File: config.mk
export PLATFORM = sky130hd
export DESIGN_NAME = two_set_membership_engine
export DESIGN_NICKNAME = d
export VERILOG_FILES = /design/src/tsme_pkg.sv /design/src/tsme_ctrl.sv /design/src/tsme_datapath.sv /design/src/tsme_dispatch.sv /design/src/tsme_fsm.sv /design/src/two_set_membership_engine.sv
export SDC_FILE = /design/constraint.sdc
export NUM_CORES = 2
export LEC_CHECK = 0
export BUFFER_PORTS_ARGS = -buffer_cell sky130_fd_sc_hd__buf_2
export CORE_ASPECT_RATIO = 0.5
export CORE_UTILIZATION = 55
export DETAILED_ROUTE_END_ITERATION = 10
export PLACE_DENSITY = 0.8
export SYNTH_ARGS = -nofsm -noshare
export SYNTH_HDL_FRONTEND = slang
export SYNTH_SLANG_ARGS = --single-unit
File: constraint.sdc
create_clock -name clk -period 13.3 [get_ports clk]
set_clock_uncertainty 0.15 [all_clocks]
set_input_delay 3.325 -clock clk [delete_from_list [all_inputs] [get_ports clk]]
set_output_delay 3.325 -clock clk [all_outputs]
set_load 0.005 [all_outputs]
File: src/tsme_pkg.sv
`timescale 1ns / 1ps
`default_nettype none
package tsme_pkg;

  localparam int CAPACITY = 16;
  localparam int IDX_W    = $clog2(CAPACITY);
  localparam int CNT_W    = $clog2(CAPACITY + 1);

  typedef logic [IDX_W-1:0] idx_t;
  typedef logic [CNT_W-1:0] cnt_t;

  typedef enum logic [2:0] {
    OP_INSERT = 3'd0,
    OP_DELETE = 3'd1,
    OP_FIND   = 3'd2,
    OP_UNION  = 3'd3,
    OP_INTER  = 3'd4,
    OP_DIFF   = 3'd5,
    OP_SUBSET = 3'd6,
    OP_NONE   = 3'd7
  } op_t;

  typedef enum logic [1:0] {
    ST_OK      = 2'd0,
    ST_PRESENT = 2'd1,
    ST_MISSING = 2'd2,
    ST_FULL    = 2'd3
  } status_t;

  typedef enum logic [3:0] {
    S_IDLE, S_SRCH, S_SCMP, S_DECIDE, S_DREAD, S_DWR, S_RESP,
    S_OSCAN, S_OWAIT, S_ISCAN, S_ICMP, S_ODEC, S_FLUSH
  } state_t;

  // Commands from the controller to the datapath.
  typedef struct packed {
    logic load;
    logic i_inc;
    logic j_inc;
    logic set_found;
    logic decide;
    logic del_write;
    logic dec_count;
    logic next_phase;
    logic load_key;
    logic odec;
    logic flush;
    logic resp;
  } cmd_t;

  // Status from the datapath to the controller.
  typedef struct packed {
    op_t  op;
    logic phase;
    logic i_lt;
    logic j_lt;
    logic hit;
    logic found;
  } stat_t;

endpackage
`default_nettype wire

File: src/tsme_ctrl.sv
`timescale 1ns / 1ps
`default_nettype none
module tsme_ctrl
  import tsme_pkg::*;
(
  input  state_t state,
  input  wire    start,
  input  stat_t  st,
  output cmd_t   cmd,
  output logic   busy
);

  // Command decode for each controller state.
  always_comb begin
    cmd  = '0;
    busy = (state != S_IDLE);
    case (state)
      S_IDLE:   cmd.load = start;
      S_SCMP, S_ICMP: begin
        if (st.hit) cmd.set_found = 1'b1;
        else        cmd.j_inc     = 1'b1;
      end
      S_DECIDE: begin
        cmd.decide = 1'b1;
        cmd.j_inc  = (st.op == OP_DELETE && st.found);
      end
      S_DREAD:  cmd.dec_count = !st.j_lt;
      S_DWR: begin
        cmd.del_write = 1'b1;
        cmd.j_inc     = 1'b1;
      end
      S_RESP:   cmd.resp = 1'b1;
      S_OSCAN:  cmd.next_phase = !st.i_lt && st.op == OP_UNION && !st.phase;
      S_OWAIT:  cmd.load_key = 1'b1;
      S_ODEC: begin
        cmd.odec  = 1'b1;
        cmd.i_inc = 1'b1;
      end
      S_FLUSH:  cmd.flush = 1'b1;
      default:  cmd = '0;
    endcase
  end

endmodule
`default_nettype wire

File: src/tsme_datapath.sv
`timescale 1ns / 1ps
`default_nettype none
module tsme_datapath
  import tsme_pkg::*;
(
  input  wire         clk,
  input  wire         rst,
  input  wire  [2:0]  op,
  input  wire         which_set,
  input  wire  [31:0] value,
  input  cmd_t        cmd,
  output stat_t       st,
  output logic        valid,
  output logic [31:0] member,
  output logic        has_member,
  output logic        answer,
  output logic [4:0]  count,
  output logic [1:0]  status,
  output logic        last
);

  logic [31:0] mem_a [CAPACITY];
  logic [31:0] mem_b [CAPACITY];
  logic [31:0] rd_a, rd_b;

  op_t         op_r;
  logic        sel, phase, found, ans, pend_valid;
  logic [31:0] key, pend;
  status_t     stat_r;
  cnt_t        count_a, count_b, i, j;

  logic        outer_b, we_a, we_b;
  idx_t        addr_a, addr_b, waddr;
  logic [31:0] wdata, rd_outer, rd_inner;
  cnt_t        lc, rn, n_in, n_out;
  logic        full, take;

  assign outer_b  = sel ^ phase;
  assign addr_a   = outer_b ? j[IDX_W-1:0] : i[IDX_W-1:0];
  assign addr_b   = outer_b ? i[IDX_W-1:0] : j[IDX_W-1:0];
  assign rd_outer = outer_b ? rd_b : rd_a;
  assign rd_inner = outer_b ? rd_a : rd_b;
  assign lc       = sel ? count_b : count_a;
  assign rn       = sel ? count_a : count_b;
  assign n_out    = phase ? rn : lc;
  assign n_in     = phase ? lc : rn;
  assign full     = (lc >= CNT_W'(CAPACITY));

  always_comb begin
    we_a  = 1'b0;
    we_b  = 1'b0;
    waddr = lc[IDX_W-1:0];
    wdata = key;
    if (cmd.decide && op_r == OP_INSERT && !found && !full) begin
      we_a = !sel;
      we_b = sel;
    end
    if (cmd.del_write) begin
      waddr = idx_t'(j - 1'b1);
      wdata = rd_inner;
      we_a  = !sel;
      we_b  = sel;
    end
  end

  always_ff @(posedge clk) begin
    if (we_a) mem_a[waddr] <= wdata;
    rd_a <= mem_a[addr_a];
  end

  always_ff @(posedge clk) begin
    if (we_b) mem_b[waddr] <= wdata;
    rd_b <= mem_b[addr_b];
  end

  always_comb begin
    case (op_r)
      OP_UNION: take = !phase || !found;
      OP_INTER: take = found;
      OP_DIFF:  take = !found;
      default:  take = 1'b0;
    endcase
  end

  always_comb begin
    st.op    = op_r;
    st.phase = phase;
    st.i_lt  = (i < n_out);
    st.j_lt  = (j < n_in);
    st.hit   = (rd_inner == key);
    st.found = found;
  end

  always_ff @(posedge clk) begin
    if (rst) begin
      count_a    <= '0;
      count_b    <= '0;
      valid      <= 1'b0;
      pend_valid <= 1'b0;
      op_r       <= OP_NONE;
      phase      <= 1'b0;
    end else begin
      valid <= (cmd.odec && take && pend_valid) || cmd.flush || cmd.resp;
      if (cmd.load) begin
        op_r       <= op_t'(op);
        sel        <= which_set;
        key        <= value;
        phase      <= (op_t'(op) == OP_INSERT || op_t'(op) == OP_DELETE ||
                       op_t'(op) == OP_FIND);
        i          <= '0;
        j          <= '0;
        found      <= 1'b0;
        ans        <= (op_t'(op) == OP_SUBSET);
        stat_r     <= ST_OK;
        pend_valid <= 1'b0;
      end
      if (cmd.i_inc)     i <= i + 1'b1;
      if (cmd.j_inc)     j <= j + 1'b1;
      if (cmd.set_found) found <= 1'b1;
      if (cmd.next_phase) begin
        phase <= 1'b1;
        i     <= '0;
      end
      if (cmd.load_key) begin
        key   <= rd_outer;
        j     <= '0;
        found <= 1'b0;
      end
      if (cmd.decide) begin
        case (op_r)
          OP_INSERT: begin
            if (found)     stat_r <= ST_PRESENT;
            else if (full) stat_r <= ST_FULL;
            else begin
              if (sel) count_b <= count_b + 1'b1;
              else     count_a <= count_a + 1'b1;
            end
          end
          OP_DELETE: if (!found) stat_r <= ST_MISSING;
          OP_FIND:   ans <= found;
          default:   ;
        endcase
      end
      if (cmd.dec_count) begin
        if (sel) count_b <= count_b - 1'b1;
        else     count_a <= count_a - 1'b1;
      end
      if (cmd.odec) begin
        if (op_r == OP_SUBSET && !found) ans <= 1'b0;
        if (take) begin
          if (pend_valid) begin
            member     <= pend;
            has_member <= 1'b1;
            answer     <= 1'b0;
            count      <= 5'(lc);
            status     <= ST_OK;
            last       <= 1'b0;
          end
          pend       <= key;
          pend_valid <= 1'b1;
        end
      end
      if (cmd.flush) begin
        member     <= pend_valid ? pend : 32'd0;
        has_member <= pend_valid;
        answer     <= 1'b0;
        count      <= 5'(lc);
        status     <= ST_OK;
        last       <= 1'b1;
      end
      if (cmd.resp) begin
        member     <= 32'd0;
        has_member <= 1'b0;
        answer     <= ans;
        count      <= 5'(lc);
        status     <= stat_r;
        last       <= 1'b1;
      end
    end
  end

endmodule
`default_nettype wire

File: src/tsme_dispatch.sv
`timescale 1ns / 1ps
`default_nettype none
module tsme_dispatch
  import tsme_pkg::*;
(
  input  wire  [2:0] op,
  output state_t     first
);

  always_comb begin
    case (op_t'(op))
      OP_INSERT, OP_DELETE, OP_FIND:                 first = S_SRCH;
      OP_UNION, OP_INTER, OP_DIFF, OP_SUBSET:        first = S_OSCAN;
      default:                                       first = S_RESP;
    endcase
  end

endmodule
`default_nettype wire

File: src/tsme_fsm.sv
`timescale 1ns / 1ps
`default_nettype none
module tsme_fsm
  import tsme_pkg::*;
(
  input  wire        clk,
  input  wire        rst,
  input  wire        start,
  input  wire  [2:0] op,
  input  stat_t      st,
  output cmd_t       cmd,
  output logic       busy
);

  state_t state, state_next, first;

  tsme_dispatch u_dispatch (
    .op    (op),
    .first (first)
  );

  // Commands and busy are decoded from the current state, start and the datapath status.
  tsme_ctrl u_ctrl (
    .state (state),
    .start (start),
    .st    (st),
    .cmd   (cmd),
    .busy  (busy)
  );

  always_ff @(posedge clk) begin
    if (rst) state <= S_IDLE;
    else     state <= state_next;
  end

  always_comb begin
    case (state)
      S_IDLE:   state_next = start ? first : S_IDLE;
      S_SRCH:   state_next = st.j_lt ? S_SCMP : S_DECIDE;
      S_SCMP:   state_next = st.hit ? S_DECIDE : S_SRCH;
      S_DECIDE: state_next = (st.op == OP_DELETE && st.found) ? S_DREAD : S_RESP;
      S_DREAD:  state_next = st.j_lt ? S_DWR : S_RESP;
      S_DWR:    state_next = S_DREAD;
      S_RESP:   state_next = S_IDLE;
      S_OSCAN: begin
        if (st.i_lt)                             state_next = S_OWAIT;
        else if (st.op == OP_UNION && !st.phase) state_next = S_OSCAN;
        else if (st.op == OP_SUBSET)             state_next = S_RESP;
        else                                     state_next = S_FLUSH;
      end
      S_OWAIT:  state_next = S_ISCAN;
      S_ISCAN:  state_next = st.j_lt ? S_ICMP : S_ODEC;
      S_ICMP:   state_next = st.hit ? S_ODEC : S_ISCAN;
      S_ODEC:   state_next = S_OSCAN;
      S_FLUSH:  state_next = S_IDLE;
      default:  state_next = S_IDLE;
    endcase
  end

endmodule
`default_nettype wire

File: src/two_set_membership_engine.sv
`timescale 1ns / 1ps
`default_nettype none
// Insert, delete and find search the addressed set, a delete then shifting later members down;
// the unused opcode goes straight to the response. Intersection, difference and subset scan
// the other set once per member of the addressed set, and a union scans both ways.
// The final result appears as busy falls.
// One transaction at a time; results are strobed on valid for one cycle and cannot be stalled.
// Synchronous active-high reset empties both sets; stored members need no clearing.
module two_set_membership_engine
  import tsme_pkg::*;
(
  input  wire         clk,
  input  wire         rst,
  input  wire         start,
  input  wire  [2:0]  op,
  input  wire         which_set,
  input  wire  [31:0] value,
  output logic        busy,
  output logic        valid,
  output logic [31:0] member,
  output logic        has_member,
  output logic        answer,
  output logic [4:0]  count,
  output logic [1:0]  status,
  output logic        last
);

  // The controller sequences the scans; the datapath holds both member
  // memories, the counts, the scan indexes and the result registers.
  cmd_t  cmd;
  stat_t st;

  tsme_fsm u_fsm (
    .clk   (clk),
    .rst   (rst),
    .start (start),
    .op    (op),
    .st    (st),
    .cmd   (cmd),
    .busy  (busy)
  );

  // Stream results are held back by one member so that the final one can
  // carry the last mark; an empty stream gives a single memberless result.
  tsme_datapath u_datapath (
    .clk        (clk),
    .rst        (rst),
    .op         (op),
    .which_set  (which_set),
    .value      (value),
    .cmd        (cmd),
    .st         (st),
    .valid      (valid),
    .member     (member),
    .has_member (has_member),
    .answer     (answer),
    .count      (count),
    .status     (status),
    .last       (last)
  );

endmodule
`default_nettype wire
# --- Yosys cells after proc, flatten, opt, wreduce, memory -nomap -nowiden ---
# Memories as Yosys holds them, arrays and structs flattened. A register that Yosys moved wholly into a read port is not among the register bits.
# Cells that the tools add are included.
op_classes:
  n_reduce_logical: 44
  addsub: 7
  n_lt_le_gt_ge: 3
  eq_ne: 25
  mux: 105
  bitwise: 2
ops:
  columns: ["operator", "n"]
  rows:
  - ["$mux 32", 10]
  - ["$mux 5", 26]
  - ["$pmux 4 s11", 1]
  - ["$mux 1", 43]
  - ["$eq 32x32->1", 1]
  - ["$mux 2", 14]
  - ["$mux 4", 6]
  - ["$add 5x1->5 const B", 4]
  - ["$eq 4x4->1 const B", 5]
  - ["$eq 3x3->1 const B", 6]
  - ["$reduce_bool 3->1", 6]
  - ["$eq 4x3->1 const B", 4]
  - ["$eq 3x2->1 const B", 4]
  - ["$logic_and 1x1->1", 10]
  - ["$lt 5x5->1", 2]
  - ["$reduce_and 2->1", 5]
  - ["$sub 5x1->5 const B", 2]
  - ["$eq 4x2->1 const B", 2]
  - ["$eq 3x1->1 const B", 2]
  - ["$logic_not 1->1", 6]
  - ["$logic_not 3->1", 2]
  - ["$pmux 1 s3", 2]
  - ["$pmux 3 s2", 1]
  - ["$ge 5x5->1 const B", 1]
  - ["15 further kinds", 21]
totals:
  mem_bits_rw: 1024
  n_memories: 2
  wordCells: 209
  regBits: 141
memory_table:
  columns: ["name", "words", "width", "read_ports", "rd_ports_with_merged_regs", "wr", "line_no", "text"]
  rows:
  - ["u_datapath.mem_a", 16, 32, 1, 1, 1, "tsme_datapath.sv:22", "logic [31:0] mem_a [CAPACITY];"]
  - ["u_datapath.mem_b", 16, 32, 1, 1, 1, "tsme_datapath.sv:23", "logic [31:0] mem_b [CAPACITY];"]

# --- Longest topological paths before layout ---
logic_depth:
  depth_word: 9
  ltp_mapped: 13
  mapped_depth_nobuf: 10

# --- By module ---
# A second synthesis with hierarchy kept.
unflattened:
  hier_cells: 3307
  area_unflattened_um2: 48665.4
modules_own_cells:
  columns: ["module", "cells_each", "area_each_um2", "instances"]
  rows:
  - ["tsme_datapath", 3227, 48064.8, 1]
  - ["tsme_fsm", 51, 385.4, 1]
  - ["tsme_ctrl", 24, 183.9, 1]
  - ["tsme_dispatch", 5, 31.3, 1]

# --- Worst setup path after synthesis ---
# No wires, ideal clock.
synth_path:
  path_type: "input port to flip-flop"
  startpoint: "input rst"
  endpoint: "register u_datapath.answer (enable)"
  setup_ps: 500
  path_stages: 4
  arrival_time_ps: 7566
  slack_ps: 5084
  path_cell_list: "clkbuf_1 > nor3_1 > nand2_1 > o21ai_0"
synth_via:
  elab_chain_cells: 2
synth_lines:
  columns: ["item", "line_no", "text"]
  rows:
  - ["start: declaration", "two_set_membership_engine.sv:13", "input wire rst,"]
  - ["$not 1->1 (no line)", null, null]
  - ["$reduce_and 4->1 (no line)", null, null]
  - ["end signal: assignment", "tsme_datapath.sv:174", "answer <= ans;"]
  - ["end: declaration", "tsme_datapath.sv:16", "output logic answer,"]
# Every way passes these cells.
# A chain may end at the register's enable or synchronous reset.

# --- Worst setup path after layout ---
layout_path:
  startpoint: "register u_datapath.sel"
  endpoint: "register u_datapath.rd_a[17] (read register of u_datapath.mem_a)"
layout_via:
  elab_chain_cells: 2
layout_lines:
  columns: ["item", "line_no", "text"]
  rows:
  - ["start: declaration", "tsme_datapath.sv:27", "logic sel, phase, found, ans, pend_valid;"]
  - ["start signal: assignment", "tsme_datapath.sv:106", "sel <= which_set;"]
  - ["$xor 1x1->1", "tsme_datapath.sv:38", "assign outer_b = sel ^ phase;"]
  - ["$mux 4", "tsme_datapath.sv:39", "assign addr_a = outer_b ? j[IDX_W-1:0] : i[IDX_W-1:0];"]
  - ["end: declaration", "tsme_datapath.sv:24", "logic [31:0] rd_a, rd_b;"]
# Every way passes these cells.

==> results.ini <==
[yosys]
synth.area.top_cells = edfxtp_1 (72%), mux4_2 (12%), dfxtp_1 (3.5%)
yosys_register_bits = 1229
ys.flop_type = edfxtp_1
synth_edf_count = 1145
synth_top_area_cell = edfxtp_1
syn_area_mm2 = 0.04774
yosysSeqAreaShare_pct = 75.55
ys_types = 64
synth_nets = 2603
async_reset_ff_share_pct = 0
yosysMostFrequentCell = edfxtp_1
syn_inst = 2549
yosysTopAreaCellShare_pct = 72.02
synth_common_cells = edfxtp_1 (1145), mux4_2 (256), nand2_1 (220)
postSynthAreaPerCell_um2 = 18.73
yosys_warnings = 0

[worst_setup_path]
crit_fanout = 62
required_ns = 13.74
r2r_end = u_datapath.rd_a[17]
cp_top_family = buffers and inverters
worst_ep_arrival_time_ns = 5.83
worst-path-buf-inv = 3
end_kind = flip-flop
cpMaxStageDelayCell = edfxtp_1
crit_path_cell_trace = xnor2_4 > buf_4 > mux2i_4 > buf_4 > buf_4 > mux4_2 > a22oi_1 > nand2_1
r2r-start = u_datapath.sel
reg2reg_slack_ns = 7.91
cp-start-kind = flip-flop
worstRegToRegCells = 8
crit_top_cell = buf_4
crit_type = reg -> reg
slowest_delay_ns = 0.96

[power_and_ir_drop]
clkPwrFrac_pct = 30.4
p_seq_share_pct = 46.1
p_leak_nw = 17.27
ir_drop_uv = 181.1
comb_power_share_pct = 23.5
switching_share_pct = 30.18
intPower_mw = 7.402
cellPowerDensity_mw_per_mm2 = 196.5
p_sw_mw = 3.200

[routing]
routedWlPerCell_um = 31.47
antenna_left = 0
via_per_inst = 6.755
drc = 0
vias = 26500
dr.pass1.iters = 6
drt_iter0_drc = 4544
wirelength_um = 123500

[cells_and_area]
finalNonFillerCells = 3923
nFillCells = 5371
diodes = 0
drive_gt1_share_pct = 24.53
num-nets-final = 2732
final_cell_area_mm2 = 0.05396
area_growth_pct = 13.03

[timing]
setup-tns-final_ns = 0
slew_violations = 0
setup_violations = 0
finalCritPeriodShare_pct = 40.53
max-slew-margin-rel_pct = 2.952
final_hold_viol_count = 0
worst_pin_slew_ns = 1.451
rsz0062_at_grt = no
fin_ws_ns = 7.910
fmax_mhz = 185.5
fin_crit_ns = 5.390
worst_hold_slack_ns = 0.3292

[clock_tree]
clock-sinks = 1229
ctsResizeCount = 0
cts_setup_buffers = 0
clk_pin_slew_worst_paths_ns = 0.07
cts_buffers = 102
postCtsHoldBufs = 0
clockBufferDepth = 3
ctsRootBufferMaster = clkbuf_16
cts_max_level = 3
insertion_delay_ns = 0.73
cts_tree = done

[placement]
place_congestion = 0.9305
dp.cells = 3727
portBuffers = 82
dp_slack_ns = 7.457
dpl_cell_area_mm2 = 0.05024
hpwl_um = 67090

[min_path]
min_path_cells = 0
holdPathEnd = u_datapath.pend[1]
min_from = u_datapath.key[1]
min_path_type = reg -> reg

[grt]
grt_pass1_wl_um = 176300
grt_overflow_total = 0
grt_pass1_vias = 25860
antenna_found_initial = 2
grt_max_degree = 109
grt_usage_pct = 28.26

[floorplanning]
dieArea_mm2 = 0.08805
start_util_pct = 56.27
die_h_um = 210.3
design.core.area_mm2 = 0.08483
die-width_um = 418.6
rows = 75
ios = 83

[run_status]
status = finished clean

[flow_run]
cap_violations = 0

registers in the layout, indices dropped and copies added, names as in the netlist, 2 cells and up:
signal              cells
u_datapath.key         32
u_datapath.member      32
u_datapath.rd_a        32
u_datapath.i            5
u_datapath.mem_b      512
u_datapath.rd_b        32
u_datapath.stat_r       2
u_datapath.count        5
u_datapath.op_r         3
u_datapath.j            5
u_fsm.state             4
u_datapath.count_a      5
u_datapath.count_b      5
u_datapath.status       2
u_datapath.mem_a      512
u_datapath.pend        32
layer usage:
layer  GRT usage, %  vias up  wire length [µm]
met5              0        -                13
met4          11.86        2              5237
met3          8.041      310             17430
met2          41.92     2091             55940
met1          39.80    13560             44830
li1               -    10540                 -
cells in the final DEF, fill, tap and decap left out, types with 7 or more instances in the layout:
cell type and n:
nand2_1 220, nor2_4 34, a31oi_1 41, nor3_1 18, dfxtp_1 84, xnor2_1 28
a22oi_1 133, clkbuf_16 102, buf_2 82, nand3_1 27, clkbuf_8 18, buf_4 74
mux2i_1 7, a31oi_4 7, mux4_2 256, o21ai_0 16, o21ai_4 7, bufinv_16 14
nor4_1 9, inv_1 34, edfxtp_1 1145, nor2_1 96, clkbuf_1 21, clkinv_1 7
clkinvlp_4 9, nand2b_1 12, xor2_1 28, ha_1 15, nand4_1 7, and3_1 7
nor2b_1 41, a31oi_2 23, clkinv_2 13, a21oi_1 32
power groups by stage:
stage	clock network, mW	logic, mW	registers, mW
final	3.23	2.49	4.89
after global routing	3.38	2.64	4.89
after CTS	3.24	2.44	4.87
after detailed placement	0	2.40	4.95
after global placement	0	2.32	4.94
after floorplan	0	1.71	4.82
logic make-up (layout without fill, tap and decap cells):
| kind of cell | count (synthesis) | count (layout) | synth area share, % |
|---|---|---|---|
| adders and majority gates | 15 | 15 | 0.3931 |
| and+or+nand+nor | 498 | 498 | 4.631 |
| buffers and inverters | 169 | 388 | 1.449 |
| AOI/OAI and AO/OA | 308 | 308 | 4.458 |
| xor gates and xnor gates | 58 | 58 | 1.096 |
| DFF | 1229 | 1229 | 75.55 |
| muxes | 272 | 272 | 12.43 |
how the worst max path moves through the flow:
stage | startpoint | to | slack [ns] | cells past startpoint
after global routing | u_datapath.sel | u_datapath.rd_a[17] | 7.75 | 8
after global placement | rst | u_datapath.answer | 7.50 | 6
after CTS | u_datapath.sel | u_datapath.rd_a[17] | 8.01 | 8
final | u_datapath.sel | u_datapath.rd_a[17] | 7.91 | 8
after detailed placement | rst | u_datapath.status[1] | 7.46 | 6
after floorplan | rst | u_datapath.answer | 5.08 | 4
layout make-up:
cell class,instances,area [µm²],area share [%]
Clock buffer,141,2879,5.336
Clock inverter,53,753.2,1.396
Inverter,35,131.4,0.2435
Multi-Input combinational cell,1151,11680,21.64
Sequential cell,1229,36060,66.84
Tap cell,1155,1445,2.678
Timing Repair Buffer,159,1008,1.869
stage by stage:
stage | utilization (%) | power, mW
after floorplan | - | 6.535
after global placement | 59.23 | 7.260
after detailed placement | 59.23 | 7.351
after CTS | 63.51 | 10.55
after global routing | 63.61 | 10.92
final | 63.61 | 10.60
Power figures use the tool's default switching activity.
